### src/hdl/dfa_word_matcher_macros.svh
// Assertion macros for the DFA word matcher.
`ifndef DFA_WORD_MATCHER_MACROS_SVH
`define DFA_WORD_MATCHER_MACROS_SVH

// Clocked assertion, off while reset is asserted.
`define DWM_ASSERT(lbl, prop, msg) \
  lbl: assert property (@(posedge clk_i) disable iff (!rst_ni) prop) else $error(msg);

// Clocked assertion that also holds during reset.
`define DWM_ASSERT_ALWAYS(lbl, prop, msg) \
  lbl: assert property (@(posedge clk_i) prop) else $error(msg);

`endif

### src/hdl/dwm_pkg.sv
// Types and constants shared by the DFA word matcher modules.
`timescale 1ns / 1ps
package dwm_pkg;

  localparam int unsigned NumStates  = 4096;
  localparam int unsigned NumLetters = 26;
  localparam int unsigned StateW     = 12;
  localparam int unsigned LetterW    = 5;
  localparam int unsigned FifoDepth  = 2;

  localparam logic [7:0] ChUpperA = 8'h41;
  localparam logic [7:0] ChUpperZ = 8'h5A;
  localparam logic [7:0] ChLowerA = 8'h61;
  localparam logic [7:0] ChLowerZ = 8'h7A;

  localparam logic RegStart = 1'b0;

  typedef enum logic [1:0] {
    OP_LOAD = 2'd0,
    OP_MARK = 2'd1,
    OP_CHAR = 2'd2,
    OP_EOW  = 2'd3
  } op_e;

  typedef enum logic [2:0] {
    CMD_NOP,
    CMD_LOAD,
    CMD_MARK,
    CMD_CHAR,
    CMD_SEP,
    CMD_EOW
  } cmd_kind_e;

  typedef struct packed {
    logic [1:0]         op;
    logic [StateW-1:0]  source_state;
    logic [LetterW-1:0] letter;
    logic [StateW-1:0]  target_state;
    logic [7:0]         char_byte;
  } in_t;

  typedef struct packed {
    logic              blocked;
    logic [StateW-1:0] end_state;
  } out_t;

  typedef struct packed {
    cmd_kind_e          kind;
    logic [StateW-1:0]  state;
    logic [LetterW-1:0] letter;
    logic [StateW-1:0]  target;
  } cmd_t;

  typedef struct packed {
    logic              valid;
    logic [StateW-1:0] target;
  } entry_t;

  typedef entry_t [NumLetters-1:0] row_t;

  typedef struct packed {
    logic clearing;
    logic reloading;
  } stat_t;

endpackage

### src/hdl/dwm_fifo.sv
// Short command queue between the input stage and the scan engine.
`timescale 1ns / 1ps
module dwm_fifo (
  input  logic          clk_i,
  input  logic          rst_ni,
  input  logic          push_i,
  input  dwm_pkg::cmd_t data_i,
  output logic          ready_o,
  output logic          valid_o,
  output dwm_pkg::cmd_t data_o,
  input  logic          pop_i
);

  localparam int unsigned PtrW = $clog2(dwm_pkg::FifoDepth);
  localparam int unsigned CntW = $clog2(dwm_pkg::FifoDepth + 1);

  dwm_pkg::cmd_t   mem_q [dwm_pkg::FifoDepth];
  logic [PtrW-1:0] wr_ptr_q;
  logic [PtrW-1:0] rd_ptr_q;
  logic [CntW-1:0] cnt_q;
  logic [CntW-1:0] cnt_d;
  logic            do_pop;

  assign ready_o = (cnt_q != CntW'(dwm_pkg::FifoDepth));
  assign valid_o = (cnt_q != '0);
  assign data_o  = mem_q[rd_ptr_q];
  assign do_pop  = pop_i && valid_o;

  always_comb begin
    cnt_d = cnt_q;
    case ({push_i, do_pop})
      2'b10: begin
        cnt_d = cnt_q + CntW'(1);
      end
      2'b01: begin
        cnt_d = cnt_q - CntW'(1);
      end
      default: begin
        cnt_d = cnt_q;
      end
    endcase
  end

  always_ff @(posedge clk_i) begin
    if (push_i) begin
      mem_q[wr_ptr_q] <= data_i;
    end
  end

  always_ff @(posedge clk_i or negedge rst_ni) begin
    if (!rst_ni) begin
      wr_ptr_q <= '0;
      rd_ptr_q <= '0;
      cnt_q    <= '0;
    end else begin
      cnt_q <= cnt_d;
      if (push_i) begin
        wr_ptr_q <= (wr_ptr_q == PtrW'(dwm_pkg::FifoDepth - 1)) ? '0 : wr_ptr_q + PtrW'(1);
      end
      if (do_pop) begin
        rd_ptr_q <= (rd_ptr_q == PtrW'(dwm_pkg::FifoDepth - 1)) ? '0 : rd_ptr_q + PtrW'(1);
      end
    end
  end

endmodule

### config.mk
export PLATFORM = sky130hd
export DESIGN_NAME = dwm_fifo
export DESIGN_NICKNAME = d
export VERILOG_FILES = /design/src/hdl/dfa_word_matcher_macros.svh /design/src/hdl/dwm_pkg.sv /design/src/hdl/dwm_fifo.sv
export SDC_FILE = /design/constraint.sdc
export NUM_CORES = 1
export LEC_CHECK = 0
export ABC_AREA = 1
export ABC_CLOCK_PERIOD_IN_PS = 5900
export BUFFER_PORTS_ARGS = -buffer_cell sky130_fd_sc_hd__buf_4
export CORE_UTILIZATION = 45
export CTS_CLUSTER_SIZE = 40
export DETAILED_ROUTE_END_ITERATION = 12
export PLACE_DENSITY = 0.81
export SYNTH_ARGS = -nofsm -noshare
export SYNTH_HDL_FRONTEND = slang
export SYNTH_SLANG_ARGS = --single-unit
### constraint.sdc
create_clock -name clk_i -period 5.9 [get_ports clk_i]
set_input_delay 1.18 -clock clk_i [delete_from_list [all_inputs] [get_ports clk_i]]
set_output_delay 1.18 -clock clk_i [all_outputs]
set_load 0.005 [all_outputs]
Word-level counts from Yosys, hierarchy flattened
Memory sizes are Yosys's and may differ from the RTL's.
Index checks and enable logic that the tools add are counted.
- word-level logic and storage cells: 19
- memories: 1
- output and inout port bits: 34
- bits in registers: 4
- input port bits: 36
- bits in writable memories: 64
- eq/ne operators: 3
- muxes and demuxes: 5
- reductions and logical operators: 3
- add/subtract/negate cells: 4
- memories (memory ; depth ; bits a word ; rd ports ; clocked after memory_dff ; wr ports ; RTL line ; text):
    mem_q ; 2 ; 32 ; 1 ; 0 ; 1 ; dwm_fifo.sv:17 ; dwm_pkg::cmd_t mem_q [dwm_pkg::FifoDepth];
- operator list (operator ; count):
    1-bit two-way mux ; 4
    2-bit one-hot mux with 2 select lines ; 1
    2-bit nonzero test ; 2
    1-bit adder (second input constant) ; 2
    2-bit by 1-bit adder with 2-bit output (second input constant) ; 1
    2-bit by 1-bit == test with 1-bit output (second input constant) ; 1
    2-bit == test (second input constant) ; 1
    2-bit != test (second input constant) ; 1
    2-bit by 1-bit subtractor with 2-bit output (second input constant) ; 1
    1-bit logical AND ; 1

Longest topological paths before layout
- depth in word-level cells: 4
- depth in mapped cells: 10

Worst setup path after synthesis
OpenSTA, ideal clock, no wires.
- path type: in2reg
- from: in push_i
- to: mem mem_q[0][0] (netlist bit) (enable)
- data required time: 5478 ps
- arrival time: 2585 ps
- stages: 2
- path buffers: 0
- setup slack: 2893 ps
- path through: inv_1 -> nor2_1
- longest elaborated chain between the ends: 2
- RTL lines (what ; RTL line ; text):
    start: declaration ; dwm_fifo.sv:6 ; input logic push_i,
    1-bit two-way mux ; dwm_fifo.sv:45 ; if (push_i) begin
    1-bit two-way mux (implied by the code) ; dwm_fifo.sv:46 ; mem_q[wr_ptr_q] <= data_i;
    end: declaration ; dwm_fifo.sv:17 ;
No other way between the ends.

==> results.sh <==
export IMPL_status="complete, no violations"
export IMPL_grt_busiest_layer="met2"
export IMPL_syn_num_nets=233
export IMPL_vias_per_cell=4.69
export IMPL_grt_pass1_vias=1598
export IMPL_whs_path_depth=2
export IMPL_num_rows=27
export IMPL_grt_util_met1_pct=18.9
export IMPL_nets=307
export IMPL_maxSlewViolCount=0
export IMPL_cts_setup_buffers=0
export IMPL_crit_path_max_fanout=34
export IMPL_yosysSeqAreaShare_pct=77.7
export IMPL_cts_repair_resized=0
export IMPL_clock_sinks=68
export IMPL_grt_overflow_total=0
export IMPL_die_w_um=78.1
export IMPL_rsz0062_at_grt="false"
export IMPL_setup_ws_ns=2.56
export IMPL_ctsRootBufferMaster="clkbuf_8"
export IMPL_cts_buffer_depth=2
export IMPL_vdd_drop_max_uv=262
export IMPL_skew_ns=0.00714
export IMPL_tritoncts="yes"
export IMPL_syn_inst=196
export IMPL_antenna_found_initial=0
export IMPL_ys_ff_latch=68
export IMPL_gr_usage_met2_pct=26.4
export IMPL_required_ns=4.72
export IMPL_die_h_um=78.1
export IMPL_syn2layout_area_growth_pct=28.4
export IMPL_clk_latency_ns=0.34
export IMPL_first_pass_iters=4
export IMPL_fin_crit_sh_pct=56.6
export IMPL_post_place_ws_ns=2.91
export IMPL_synth_avg_cell_area_um2=13.3
export IMPL_cts_hold_buf=0
export IMPL_max_freq_ghz=0.300
export IMPL_netlist_area_mm2=0.00260
export IMPL_routedWlPerCell_um=13.4
export IMPL_dieArea_mm2=0.00609
export IMPL_critical_path_class="reg2out"
export IMPL_power_per_cell_area_mw_per_mm2=463
export IMPL_htree_levels=3
export IMPL_ant_nets=0
export IMPL_grt_use_total_pct=16.4
export IMPL_finalWeightedCongestion=0.686
export IMPL_port_buffers=69
export IMPL_clk_pin_slew_ns=0.07
export IMPL_tightest_slew_ns=1.26
export IMPL_drc_errors=0
export IMPL_placed_cells=331
export IMPL_cts_made_buffers=9
export IMPL_hold_viol_final=0
export IMPL_start_util_pct=47.0
export IMPL_wirelength_um=4660
export IMPL_fp_coreArea_mm2=0.00554
export IMPL_grt_max_degree=35
export IMPL_n_fill_cell=477
export IMPL_maxCapViolCount=0
export IMPL_arrival_ns=2.16
export IMPL_synth_cell_types=15
export IMPL_multi_input_area_um2=480
export IMPL_grt_pass1_wl_um=7230
export IMPL_n_antenna_cell=0
export IMPL_finalCriticalPeriod_ns=3.34
export IMPL_worstHoldPathType="reg2reg"
export IMPL_hpwl_um=2890
export IMPL_slew_headroom_pct=16.1
export IMPL_yosysWarnings=0
export IMPL_rr_worst_depth=3
export IMPL_pin_count=70
export IMPL_drtIter0Drc=97
export IMPL_grt_use_met3_pct=6.40
export IMPL_power_leakage_uw=0.00146
export IMPL_setup_tns_ns=0
export IMPL_whs_ns=0.500
export IMPL_setup_viol=0
export IMPL_drive_gt1_share_pct=34.2
export IMPL_critPathCaptureType="output port"
export IMPL_dr_total_vias=1629
export IMPL_regArea_mm2=0.00202
export IMPL_start_kind="register"
export IMPL_stdcell_count=347
## flip-flops by register name, summed over array words and instances, names as in the netlist
name	count
rd_ptr_q	1
cnt_q	2
wr_ptr_q	1
mem_q	64
## cell usage after synthesis (all sizes together)
| master | instances | area (µm²) |
|---|---|---|
| xor2 | 1 | 8.76 |
| xnor2 | 1 | 8.76 |
| ha | 1 | 12.5 |
| edfxtp | 64 | 1920 |
| nand2 | 106 | 423 |
| nand3 | 2 | 10.0 |
| nor2 | 1 | 3.75 |
| buf | 7 | 71.3 |
| inv | 8 | 37.5 |
| nand4 | 1 | 6.26 |
| dfrtp | 4 | 100 |
## layer usage
| layer | vias to the layer above | part of all wire (%) |
|---|---|---|
| met1 | 769 | 41 |
| li1 | 796 | - |
| met5 | - | 0 |
| met2 | 54 | 50 |
| met3 | 10 | 6.9 |
| met4 | 0 | 2.0 |
## worst max-delay path, stage by stage, from the launching register on
cell	delay (ns)
dfrtp_1	1.17
inv_8	0.26
nand2_1	0.14
nand2_1	0.08
buf_4	0.14
## cell usage in the layout (no fill, tap or decap)
cell and instances:
clkinv_2 1, nand4_1 1, xor2_1 1, xnor2_1 1
nor2_4 1, edfxtp_1 64, clkbuf_1 4, nand2_2 10
bufinv_16 1, ha_1 1, inv_8 1, nand2_1 96
nand3_1 2, dfrtp_1 4, clkbuf_8 10, buf_4 70
inv_1 7
## layout make-up
class,instances,area share (%)
Sequential cell,68,60.5
Timing Repair Buffer,70,15.7
Multi-Input combinational cell,113,14.4
Clock buffer,14,4.57
Tap cell,72,2.69
Inverter,8,1.12
Clock inverter,2,1.05
## path summary, 6_finish.rpt
kind,slack [ns],end,from
min reg2reg,0.50,cnt_q[1]$_DFFE_PN0P_,cnt_q[1]$_DFFE_PN0P_
min,0.50,cnt_q[1]$_DFFE_PN0P_,cnt_q[1]$_DFFE_PN0P_
max,2.56,data_o[8],rd_ptr_q$_DFFE_PN0P_
max in group asynchronous,5.17,cnt_q[0]$_DFFE_PN0P_,rst_ni
min in group asynchronous,0.62,rd_ptr_q$_DFFE_PN0P_,rst_ni
max reg2reg,4.10,rd_ptr_q$_DFFE_PN0P_,rd_ptr_q$_DFFE_PN0P_
## through the flow
step	util [%]	cell area, µm²	total power (µW)
6_report	60.3	3340	1550
2_1_floorplan	-	2600	974
4_1_cts	60.3	3340	1570
3_3_place_gp	57.0	3160	1180
3_5_place_dp	57.0	3160	1200
5_1_grt	60.3	3340	1640
## power breakdown
part | total [µW] | internal, µW | leakage [µW] | switching (µW)
clock | 369 | 207 | 0.0000947 | 162
sequential | 713 | 643 | 0.000648 | 69.2
combinational | 467 | 225 | 0.000715 | 242
total | 1550 | 1080 | 0.00146 | 474
## kinds of logic after synthesis
| kind of cell | Yosys count | synth area share [%] |
|---|---|---|
| buffers and inverters | 15 | 4.18 |
| DFF | 68 | 77.7 |
| xor gates and xnor gates | 2 | 0.673 |
| adders and majority gates | 1 | 0.480 |
| and+or+nand+nor | 110 | 17.0 |
Note: power is estimated with default switching activity, not from simulation.
