--- config.mk ---
export PLATFORM = sky130hd
export DESIGN_NAME = dwm_front
export DESIGN_NICKNAME = d
export VERILOG_FILES = /design/src/hdl/dfa_word_matcher_macros.svh /design/src/hdl/dwm_pkg.sv /design/src/hdl/dwm_front.sv
export SDC_FILE = /design/constraint.sdc
export NUM_CORES = 1
export LEC_CHECK = 0
export BUFFER_PORTS_ARGS = -buffer_cell sky130_fd_sc_hd__buf_2
export CAP_MARGIN = 10
export CELL_PAD_IN_SITES_DETAIL_PLACEMENT = 1
export CELL_PAD_IN_SITES_GLOBAL_PLACEMENT = 1
export CORE_MARGIN = 3
export CORE_UTILIZATION = 13
export DETAILED_ROUTE_END_ITERATION = 8
export PLACE_DENSITY = 0.73
export SLEW_MARGIN = 0
export SYNTH_ARGS = -nofsm -noshare
export SYNTH_HDL_FRONTEND = slang
export SYNTH_SLANG_ARGS = --single-unit
--- constraint.sdc ---
create_clock -name vclk -period 1.2
set_input_delay 0.12 -clock vclk [all_inputs]
set_output_delay 0.12 -clock vclk [all_outputs]
set_load 0.01 [all_outputs]
--- src/hdl/dfa_word_matcher_macros.svh ---
// Assertion macros for the DFA word matcher.
`ifndef DFA_WORD_MATCHER_MACROS_SVH
`define DFA_WORD_MATCHER_MACROS_SVH

// Clocked assertion, off while reset is asserted.
`define DWM_ASSERT(lbl, prop, msg) \
  lbl: assert property (@(posedge clk_i) disable iff (!rst_ni) prop) else $error(msg);

// Clocked assertion that also holds during reset.
`define DWM_ASSERT_ALWAYS(lbl, prop, msg) \
  lbl: assert property (@(posedge clk_i) prop) else $error(msg);

`endif

--- src/hdl/dwm_pkg.sv ---
// Types and constants shared by the DFA word matcher modules.
`timescale 1ns / 1ps
package dwm_pkg;

  localparam int unsigned NumStates  = 4096;
  localparam int unsigned NumLetters = 26;
  localparam int unsigned StateW     = 12;
  localparam int unsigned LetterW    = 5;
  localparam int unsigned FifoDepth  = 2;

  localparam logic [7:0] ChUpperA = 8'h41;
  localparam logic [7:0] ChUpperZ = 8'h5A;
  localparam logic [7:0] ChLowerA = 8'h61;
  localparam logic [7:0] ChLowerZ = 8'h7A;

  localparam logic RegStart = 1'b0;

  typedef enum logic [1:0] {
    OP_LOAD = 2'd0,
    OP_MARK = 2'd1,
    OP_CHAR = 2'd2,
    OP_EOW  = 2'd3
  } op_e;

  typedef enum logic [2:0] {
    CMD_NOP,
    CMD_LOAD,
    CMD_MARK,
    CMD_CHAR,
    CMD_SEP,
    CMD_EOW
  } cmd_kind_e;

  typedef struct packed {
    logic [1:0]         op;
    logic [StateW-1:0]  source_state;
    logic [LetterW-1:0] letter;
    logic [StateW-1:0]  target_state;
    logic [7:0]         char_byte;
  } in_t;

  typedef struct packed {
    logic              blocked;
    logic [StateW-1:0] end_state;
  } out_t;

  typedef struct packed {
    cmd_kind_e          kind;
    logic [StateW-1:0]  state;
    logic [LetterW-1:0] letter;
    logic [StateW-1:0]  target;
  } cmd_t;

  typedef struct packed {
    logic              valid;
    logic [StateW-1:0] target;
  } entry_t;

  typedef entry_t [NumLetters-1:0] row_t;

  typedef struct packed {
    logic clearing;
    logic reloading;
  } stat_t;

endpackage

--- src/hdl/dwm_front.sv ---
// Input stage: accepts beats and classifies them into commands.
`timescale 1ns / 1ps
module dwm_front (
  input  logic           in_valid_i,
  input  dwm_pkg::in_t   in_i,
  output logic           in_ready_o,
  input  dwm_pkg::stat_t stat_i,
  input  logic           cmd_ready_i,
  output logic           cmd_valid_o,
  output dwm_pkg::cmd_t  cmd_o
);

  logic is_upper;
  logic is_lower;

  assign is_upper = (in_i.char_byte >= dwm_pkg::ChUpperA) &&
                    (in_i.char_byte <= dwm_pkg::ChUpperZ);
  assign is_lower = (in_i.char_byte >= dwm_pkg::ChLowerA) &&
                    (in_i.char_byte <= dwm_pkg::ChLowerZ);

  assign in_ready_o  = cmd_ready_i && !stat_i.clearing && !stat_i.reloading;
  assign cmd_valid_o = in_valid_i && in_ready_o;

  always_comb begin
    cmd_o.state  = in_i.source_state;
    cmd_o.letter = in_i.letter;
    cmd_o.target = in_i.target_state;
    case (dwm_pkg::op_e'(in_i.op))
      dwm_pkg::OP_LOAD: begin
        cmd_o.kind = (in_i.letter < dwm_pkg::LetterW'(dwm_pkg::NumLetters)) ?
                     dwm_pkg::CMD_LOAD : dwm_pkg::CMD_NOP;
      end
      dwm_pkg::OP_MARK: begin
        cmd_o.kind = dwm_pkg::CMD_MARK;
      end
      dwm_pkg::OP_CHAR: begin
        // fold case: both ranges map low five bits 1..26 to letter 0..25
        cmd_o.letter = in_i.char_byte[dwm_pkg::LetterW-1:0] - dwm_pkg::LetterW'(1);
        cmd_o.kind   = (is_upper || is_lower) ? dwm_pkg::CMD_CHAR : dwm_pkg::CMD_SEP;
      end
      dwm_pkg::OP_EOW: begin
        cmd_o.kind = dwm_pkg::CMD_EOW;
      end
      default: begin
        cmd_o.kind = dwm_pkg::CMD_NOP;
      end
    endcase
  end

endmodule

# After elaboration in Yosys (flattened, before gate mapping)

Cells that the tools add are included.

Flip-flop bits (word level): 0
Bits of input ports: 43
Output and inout port bits: 34
Word-level logic and storage cells: 22

Add/subtract/negate cells: 1
Order comparisons: 5
Equality and inequality tests: 3
Muxes and demuxes: 4
Reductions and logical operators: 9

Operators with widths:

| kind                  | number |
|---|---|
| $ge A8 B7 Y1 const B  | 2 |
| $le A8 B7 Y1 const B  | 2 |
| $pmux W3 S4           | 1 |
| $logic_and A1 B1 Y1   | 5 |
| $lt A5 B5 Y1 const B  | 1 |
| $mux W5               | 1 |
| $sub A5 B1 Y5 const B | 1 |
| $eq A2 B2 Y1 const B  | 2 |
| $mux W3               | 1 |
| $eq A2 B1 Y1 const B  | 1 |
| $logic_not A1 Y1      | 2 |
| $logic_not A2 Y1      | 1 |
| $logic_or A1 B1 Y1    | 1 |
| $mux W1               | 1 |

# Longest topological paths before layout

Gate-level depths: netlist (run 1).

Depth in word-level cells: 5
Mapped depth: 6
Gate-level depth less buffers: 6

# Worst setup path before layout (run 1)

Ideal clock, no wire load.

Path kind: input to output
Start: input in_i[0] (netlist bit)
End: output cmd_o[30] (netlist bit)
Arrival time: 1150 ps
Required time: 1080 ps
Setup slack: -70 ps
Stages: 6
Path buffers: 0
Cells stage by stage: inv_1 ha_1 nand2b_4 or4_1 o211ai_1 o21ai_0

RTL lines:

| element            | line            | text |
|---|---|---|
| start: declaration | dwm_front.sv:5  | `input dwm_pkg::in_t in_i,` |
| end: declaration   | dwm_front.sv:10 | `output dwm_pkg::cmd_t cmd_o` |

==> impl_metrics.env, run 1 <==
export IMPL_drv_cap=0
export IMPL_p_leak_uw=0.000280
export IMPL_critical_path_cell_chain="buf_8 -> inv_4 -> ha_4 -> nand2b_4 -> or4_4 -> o211ai_1 -> a31oi_1 -> buf_2"
export IMPL_yosys_warnings=0
export IMPL_critPathArrivalTime_ns=1.29
export IMPL_tns_ns=-0.570
export IMPL_worst_setup_path_type="primary input to primary output"
export IMPL_drt_total_wl_mm=1.20
export IMPL_setup_violations=3
export IMPL_grt_usage=0.0607
export IMPL_die_area_um2=3960
export IMPL_synthesis_nets=109
export IMPL_synth_mux_area_frac=0
export IMPL_ys_types=20
export IMPL_layout_commonest_cell="buf_2"
export IMPL_synth_fa_ha_area_frac=0.0890
export IMPL_p_seq_frac=0
export IMPL_syn_area_per_cell_um2=6.69
export IMPL_drv_slew=0
export IMPL_netlist_area_um2=422
export IMPL_drt_initial_drc_count=7
export IMPL_hold_path_depth=0
export IMPL_hold_violations=0
export IMPL_final_cell_area_um2=573
export IMPL_rsz0062_at_grt="yes"
export IMPL_dpl_cell_area_um2=515
export IMPL_ir_drop_mv=0.0857
export IMPL_power_density_nw_per_um2=327
export IMPL_final_cell_mix="buf_2, buf_4, nand2_1, o21ai_0"
export IMPL_routed_via_count=427
export IMPL_dp_hpwl_mm=1.12
export IMPL_worstSetupPathDepth=8
export IMPL_p_clk_frac=0
export IMPL_cp_top_family="simple AND/OR/NAND/NOR gates"
export IMPL_status="finished with violations"
export IMPL_synth_simple_area_share=0.193
export IMPL_combPwrFrac=1.000
export IMPL_diodes=0
export IMPL_ctsHoldBuffers=0
export IMPL_initial_utilization=0.137
export IMPL_period_share=1.17
export IMPL_yosysSeqAreaShare=0
export IMPL_fp_row_count=20
export IMPL_antenna_found_initial=0
export IMPL_grt_pass1_wl_mm=2.04
export IMPL_crit_slowest_cell="or4_4"
export IMPL_worstSetupStartpointType="primary input"
export IMPL_period_minus_slack_ns=1.41
export IMPL_instances_no_fill=121
export IMPL_yosys_area_share_xor_xnor=0.0623
export IMPL_regArea_um2=0
export IMPL_synth_compound_area_frac=0.184
export IMPL_seq_cell_count=0
export IMPL_cpPeakStageDelay_ns=0.40
export IMPL_viasPerCell=3.53
export IMPL_power_switching_uw=87.6
export IMPL_path_buf_inv=3
export IMPL_pin_count=77
export IMPL_die_width_um=63.0
export IMPL_syn2layout_area_growth_pct=35.9
export IMPL_cp_max_fo=3
export IMPL_synthCells=63
export IMPL_first_global_vias=451
export IMPL_timing_final_ws_setup_ns=-0.205
export IMPL_switching_share=0.468
export IMPL_worstSetupEndpointType="primary output"
export IMPL_drc=0
export IMPL_dieHeight_um=63.0
export IMPL_grt_overflow=0
export IMPL_coreArea_um2=3080
export IMPL_drive_above_1_share=0.623
export IMPL_drtAntennaViolNets=0
export IMPL_tightest_slew_ns=0.270
export IMPL_drtPass1Iterations=2
export IMPL_p_int_uw=99.6
export IMPL_place_inst=119
export IMPL_nClkBuffers=0
export IMPL_slew_headroom=0.819
export IMPL_place_gp_congestion=0.782
export IMPL_required_ns=1.08
export IMPL_grt_max_degree=9
export IMPL_fmax_mhz=712
export IMPL_min_path_type="primary input to primary output"
export IMPL_portBuffers=29
export IMPL_final_nets=125
export IMPL_drt_wirelength_per_cell_um=9.95
export IMPL_violations="negative setup slack"
export IMPL_synth_top_family_by_area="buffers and inverters"
## area by class of cell
cell class | count | area [um2]
Fill cell | 394 | 2500
Multi-Input combinational cell | 34 | 262
Inverter | 4 | 20.0
Tap cell | 44 | 55.1
Timing Repair Buffer | 39 | 236
## Yosys cell counts
master / n / area share
xnor2_1: 3 / 0.062
a31oi_1: 1 / 0.015
nor2_1: 2 / 0.018
clkbuf_1: 1 / 0.0089
nor3_1: 1 / 0.012
nand2_1: 6 / 0.053
and2_1: 1 / 0.015
nor3b_1: 1 / 0.018
nand3_1: 1 / 0.012
a21oi_1: 2 / 0.024
o21ai_0: 6 / 0.071
inv_1: 4 / 0.036
nand2b_4: 1 / 0.033
o211ai_1: 2 / 0.036
ha_1: 3 / 0.089
or4_1: 1 / 0.018
a311oi_1: 1 / 0.021
o21a_1: 1 / 0.018
nand2b_1: 1 / 0.015
buf_4: 24 / 0.43
## layer usage
| metal | part of all wire | up-vias | GRT usage |
|---|---|---|---|
| li1 | - | 215 | - |
| met1 | 0.40 | 193 | 0.0662 |
| met2 | 0.52 | 19 | 0.121 |
| met3 | 0.085 | 0 | 0.0162 |
| met4 | 0 | 0 | 0 |
| met5 | 0 | - | 0 |
## logic make-up after synthesis
| group | after synthesis |
|---|---|
| fa+ha+maj | 3 |
| compound gates | 13 |
| simple gates | 15 |
| buf+inv | 29 |
| xor+xnor | 3 |
## worst paths after layout
kind	startpoint	to	slack, ns
hold / removal	in_i[36]	cmd_o[28]	0.24
setup / recovery	in_i[0]	cmd_o[29]	-0.21
## per-stage QoR
step                hold WS (ns)  setup WS (ns)  total power (uW)   util
floorplan                  0.294        0.00556               152      -
finish                     0.240         -0.205               187  0.186
CTS                        0.240         -0.202               184  0.179
detailed placement         0.240         -0.284               172  0.167
global placement           0.240         -0.258               166  0.167
global route               0.240         -0.266               207  0.186
## power by group through the flow
stage / clock (uW) / combinational (uW) / sequential (uW)
after floorplan: 0 / 152 / 0
after global placement: 0 / 166 / 0
after detailed placement: 0 / 172 / 0
after CTS: 0 / 184 / 0
after global routing: 0 / 207 / 0
final: 0 / 187 / 0
## what timing repair did
action / CTS / global route
setup endpoints to repair: 3 / 5
buffers inserted: 2 / 1
pin swaps: 4 / 5
resized for setup: 7 / 4
Power figures use the tool's default switching activity.
==> run 2: changes to the inputs <==
- SETUP_SLACK_MARGIN: not set -> 0.05
==> impl_metrics.env, run 2 (same netlist as run 1, synthesis figures left out) <==
export IMPL_pin_count=77
export IMPL_fmax_mhz=696
export IMPL_drv_slew=0
export IMPL_die_width_um=63.0
export IMPL_period_minus_slack_ns=1.44
export IMPL_grt_usage=0.0674
export IMPL_setup_violations=3
export IMPL_hold_path_depth=0
export IMPL_layout_commonest_cell="buf_2"
export IMPL_status="finished with violations"
export IMPL_tightest_slew_ns=0.256
export IMPL_fp_row_count=20
export IMPL_ir_drop_mv=0.103
export IMPL_preCtsSetupSlack_ns=-0.327
export IMPL_seq_cell_count=0
export IMPL_cpPeakStageDelay_ns=0.41
export IMPL_drive_above_1_share=0.618
export IMPL_drtAntennaViolNets=0
export IMPL_cp_max_fo=3
export IMPL_rsz0062_at_grt="yes"
export IMPL_die_area_um2=3960
export IMPL_timing_final_ws_setup_ns=-0.237
export IMPL_hp_start="in_i[34]"
export IMPL_num_fill_cells=391
export IMPL_path_buf_inv=3
export IMPL_slew_headroom=0.828
export IMPL_diodes=0
export IMPL_drv_cap=0
export IMPL_hold_violations=0
export IMPL_drt_total_wl_mm=1.35
export IMPL_place_gp_congestion=0.808
export IMPL_drt_wirelength_per_cell_um=11.3
export IMPL_syn2layout_area_growth_pct=42.4
export IMPL_viasPerCell=3.49
export IMPL_required_ns=1.08
export IMPL_antenna_found_initial=0
export IMPL_power_density_nw_per_um2=334
export IMPL_crit_slowest_cell="or4_4"
export IMPL_worstSetupStartpointType="primary input"
export IMPL_final_util=0.195
export IMPL_min_path_type="primary input to primary output"
export IMPL_violations="negative setup slack"
export IMPL_p_leak_uw=0.000283
export IMPL_initial_utilization=0.137
export IMPL_cp_top_family="simple AND/OR/NAND/NOR gates"
export IMPL_dp_hpwl_mm=1.11
export IMPL_tns_ns=-0.630
export IMPL_regArea_um2=0
export IMPL_dieHeight_um=63.0
export IMPL_critical_path_cell_chain="buf_12 -> inv_16 -> ha_4 -> nand2b_4 -> or4_4 -> o211ai_1 -> o21a_1 -> buf_2"
export IMPL_period_share=1.20
export IMPL_drtPass1Iterations=2
export IMPL_nClkBuffers=0
export IMPL_final_nets=124
export IMPL_portBuffers=29
export IMPL_grt_max_degree=12
export IMPL_worstSetupEndpointType="primary output"
export IMPL_critPathArrivalTime_ns=1.32
export IMPL_drc=0
export IMPL_grt_overflow=0
export IMPL_final_cell_mix="buf_2, buf_4, nand2_1, o21ai_1, xnor2_1"
export IMPL_min_to="cmd_o[26]"
export IMPL_first_global_vias=462
export IMPL_worst_setup_path_type="primary input to primary output"
export IMPL_multi_input_area_um2=267
export IMPL_coreArea_um2=3080
export IMPL_drt_initial_drc_count=4
export IMPL_grt_pass1_wl_mm=2.25
export IMPL_routed_via_count=419
-- run 2: cell types whose count changed in the layout (fill, tap and decap cells not counted), moves of 2 or more --
| cell | previous run | this run |
|---|---|---|
| o21ai_0 | 4 | 2 |
| o21ai_1 | 2 | 4 |
| buf_12 | 0 | 2 |
| inv_4 | 2 | 0 |
-- run 2: how the worst max path moves through the flow --
stage	from	end	cells past startpoint	slack, ns
detailed placement	in_i[1]	cmd_o[31]	7	-0.33
global route	in_i[1]	cmd_o[29]	8	-0.30
global placement	in_i[1]	cmd_o[31]	7	-0.30
floorplan	in_i[1]	cmd_o[31]	6	0.02
finish	in_i[1]	cmd_o[31]	8	-0.24
CTS	in_i[0]	cmd_o[31]	8	-0.21
-- run 2: power breakdown --
group          internal (uW)  switching (uW)  total (uW)
clock                      0               0           0
sequential                 0               0           0
combinational            106            95.2         201
-- run 2: cell type report --
cell class / count / share of cell area
Inverter: 4 / 0.0604
Multi-Input combinational cell: 34 / 0.444
Tap cell: 44 / 0.0917
Timing Repair Buffer: 38 / 0.404
-- run 2: metrics by stage --
stage / cells / hold slack, ns / area, um2 / total power (uW)
5_1_grt: 120 / 0.240 / 601 / 222
6_report: 120 / 0.240 / 601 / 201
3_5_place_dp: 117 / 0.240 / 529 / 176
2_1_floorplan: 63 / 0.294 / 468 / 156
3_3_place_gp: 117 / 0.240 / 529 / 170
4_1_cts: 120 / 0.240 / 584 / 195
-- run 2: metal layers --
layer,global-route usage,part of all wire,vias to the layer above
met1,0.0694,0.38,190
met2,0.134,0.53,17
li1,-,-,212
met3,0.0198,0.083,0
met4,0.00826,0,0
met5,0,0,-
-- run 2: timing repair --
item                       in CTS  in global routing
pin swaps                       4                  7
hold buffers                    0                  0
cloned                          0                  0
buffers inserted                3                  1
setup endpoints to repair       6                  7
gates resized for setup        10                  6
==> run 3: changes to the inputs <==
- ABC_AREA: not set -> 1
- CORE_UTILIZATION: 13 -> 15
- PLACE_DENSITY: 0.73 -> 0.77
- RECOVER_POWER: not set -> 100
==> impl_metrics.env, run 3 <==
export IMPL_status="finished, final reports clean"
export IMPL_ys_types=19
export IMPL_num_fill_cells=381
export IMPL_ir_drop_mv=0.0534
export IMPL_crit_slowest_cell="ha_4"
export IMPL_setup_violations=0
export IMPL_synth_top_area_share=0.377
export IMPL_ctsHoldBuffers=0
export IMPL_drtAntennaViolNets=0
export IMPL_dieHeight_um=62.5
export IMPL_diodes=0
export IMPL_critical_path_cell_chain="buf_6 -> inv_4 -> ha_4 -> nor2_2 -> nand3_1 -> nand2_1 -> inv_2 -> nand2_2 -> nand2_1 -> nand2_1 -> buf_2"
export IMPL_period_share=0.948
export IMPL_final_util=0.202
export IMPL_preCtsSetupSlack_ns=-0.0336
export IMPL_die_width_um=62.5
export IMPL_path_buf_inv=4
export IMPL_cp_max_fo=3
export IMPL_slew_headroom=0.876
export IMPL_worst_setup_path_type="primary input to primary output"
export IMPL_first_global_vias=474
export IMPL_regArea_um2=0
export IMPL_seq_cell_count=0
export IMPL_routed_via_count=440
export IMPL_synthesis_nets=121
export IMPL_grt_overflow=0
export IMPL_cpPeakStageDelay_ns=0.15
export IMPL_drt_initial_drc_count=16
export IMPL_portBuffers=29
export IMPL_final_nets=129
export IMPL_period_minus_slack_ns=1.14
export IMPL_yosysSeqAreaShare=0
export IMPL_drv_slew=0
export IMPL_synthCells=75
export IMPL_coreArea_um2=2900
export IMPL_critPathMostFrequentCell="nand2_1"
export IMPL_grt_usage=0.0633
export IMPL_fp_row_count=19
export IMPL_timing_final_ws_setup_ns=0.0622
export IMPL_netlist_area_um2=478
export IMPL_viasPerCell=3.58
export IMPL_holdWs_ns=0.240
export IMPL_drtPass1Iterations=4
export IMPL_critPathArrivalTime_ns=1.02
export IMPL_die_area_um2=3900
export IMPL_worstSetupStartpointType="primary input"
export IMPL_p_seq_frac=0
export IMPL_cp_top_family="simple AND/OR/NAND/NOR gates"
export IMPL_finalPower_uw=190
export IMPL_synthMostInstantiatedCell="buf_4"
export IMPL_drv_cap=0
export IMPL_yosys_warnings=0
export IMPL_min_path_type="primary input to primary output"
export IMPL_power_switching_uw=105
export IMPL_grt_pass1_wl_mm=2.15
export IMPL_fmax_mhz=879
export IMPL_combPwrFrac=1.000
export IMPL_drc=0
export IMPL_hold_violations=0
export IMPL_antenna_found_initial=0
export IMPL_syn2layout_area_growth_pct=22.5
export IMPL_drt_total_wl_mm=1.29
export IMPL_p_leak_uw=0.000292
export IMPL_dp_hpwl_mm=1.06
export IMPL_switching_share=0.552
export IMPL_p_int_uw=85.1
export IMPL_pin_count=77
export IMPL_worstSetupEndpointType="primary output"
export IMPL_place_gp_congestion=0.696
export IMPL_synth_top_cells_by_area="buf_4, nand2_1, ha_1"
export IMPL_drive_above_1_share=0.543
export IMPL_syn_area_per_cell_um2=6.37
export IMPL_nClkBuffers=0
export IMPL_drt_wirelength_per_cell_um=10.5
export IMPL_required_ns=1.08
export IMPL_layout_commonest_cell="buf_2"
export IMPL_initial_utilization=0.165
export IMPL_rsz0062_at_grt="no"
export IMPL_tightest_slew_ns=0.186
export IMPL_final_cell_mix="buf_2, nand2_1, inv_1, o21ai_1, clkbuf_1"
export IMPL_ys_top_cells_by_count="buf_4, nand2_1, inv_1"
export IMPL_power_density_nw_per_um2=324
export IMPL_synth_top_area_cell="buf_4"
export IMPL_p_clk_frac=0
export IMPL_grt_max_degree=11
run 3: cells by family after synthesis:
| group | synth area share |
|---|---|
| buffers and inverters | 0.461 |
| and+or+nand+nor | 0.319 |
| AOI/OAI and AO/OA | 0.0864 |
| adders and majority gates | 0.0785 |
| xor gates and xnor gates | 0.0550 |
run 3: power by group through the flow:
| stage | Combinational, uW | Sequential (uW) | Clock, uW |
|---|---|---|---|
| after detailed placement | 163 | 0 | 0 |
| final | 190 | 0 | 0 |
| after CTS | 180 | 0 | 0 |
| after global routing | 211 | 0 | 0 |
| after global placement | 158 | 0 | 0 |
| after floorplan | 167 | 0 | 0 |
run 3: final cells by class:
| type | count | area, um2 | share of cell area |
|---|---|---|---|
| Timing Repair Buffer | 30 | 164 | 0.280 |
| Tap cell | 42 | 52.6 | 0.0897 |
| Multi-Input combinational cell | 41 | 319 | 0.545 |
| Inverter | 10 | 50.0 | 0.0855 |
run 3: per-layer routing:
| metal | up-vias | wire [um] | GRT usage |
|---|---|---|---|
| met5 | - | 0 | 0 |
| met4 | 0 | 13 | 0.0138 |
| met3 | 6 | 186 | 0.0234 |
| met2 | 26 | 668 | 0.128 |
| met1 | 186 | 423 | 0.0593 |
| li1 | 222 | - | - |
run 3: through the flow:
stage | cell area (um2) | instances | setup TNS [ns]
floorplan | 478 | 75 | 0
global placement | 495 | 122 | 0
detailed placement | 495 | 122 | -0.0898
CTS | 547 | 123 | 0
global route | 586 | 123 | 0
finish | 586 | 123 | 0
run 3: timing repair:
item / in CTS / in global routing
pin swaps: 6 / 5
resized for setup: 11 / 9
endpoints found under the setup margin: 3 / 4
hold endpoints to repair: 0 / 0
setup buffers: 1 / 0
run 3: final timing paths:
check                    start   endpoint  slack, ns  cells past startpoint
worst max-delay path   in_i[1]  cmd_o[31]       0.06                     11
worst min-delay path  in_i[18]  cmd_o[10]       0.24                      0
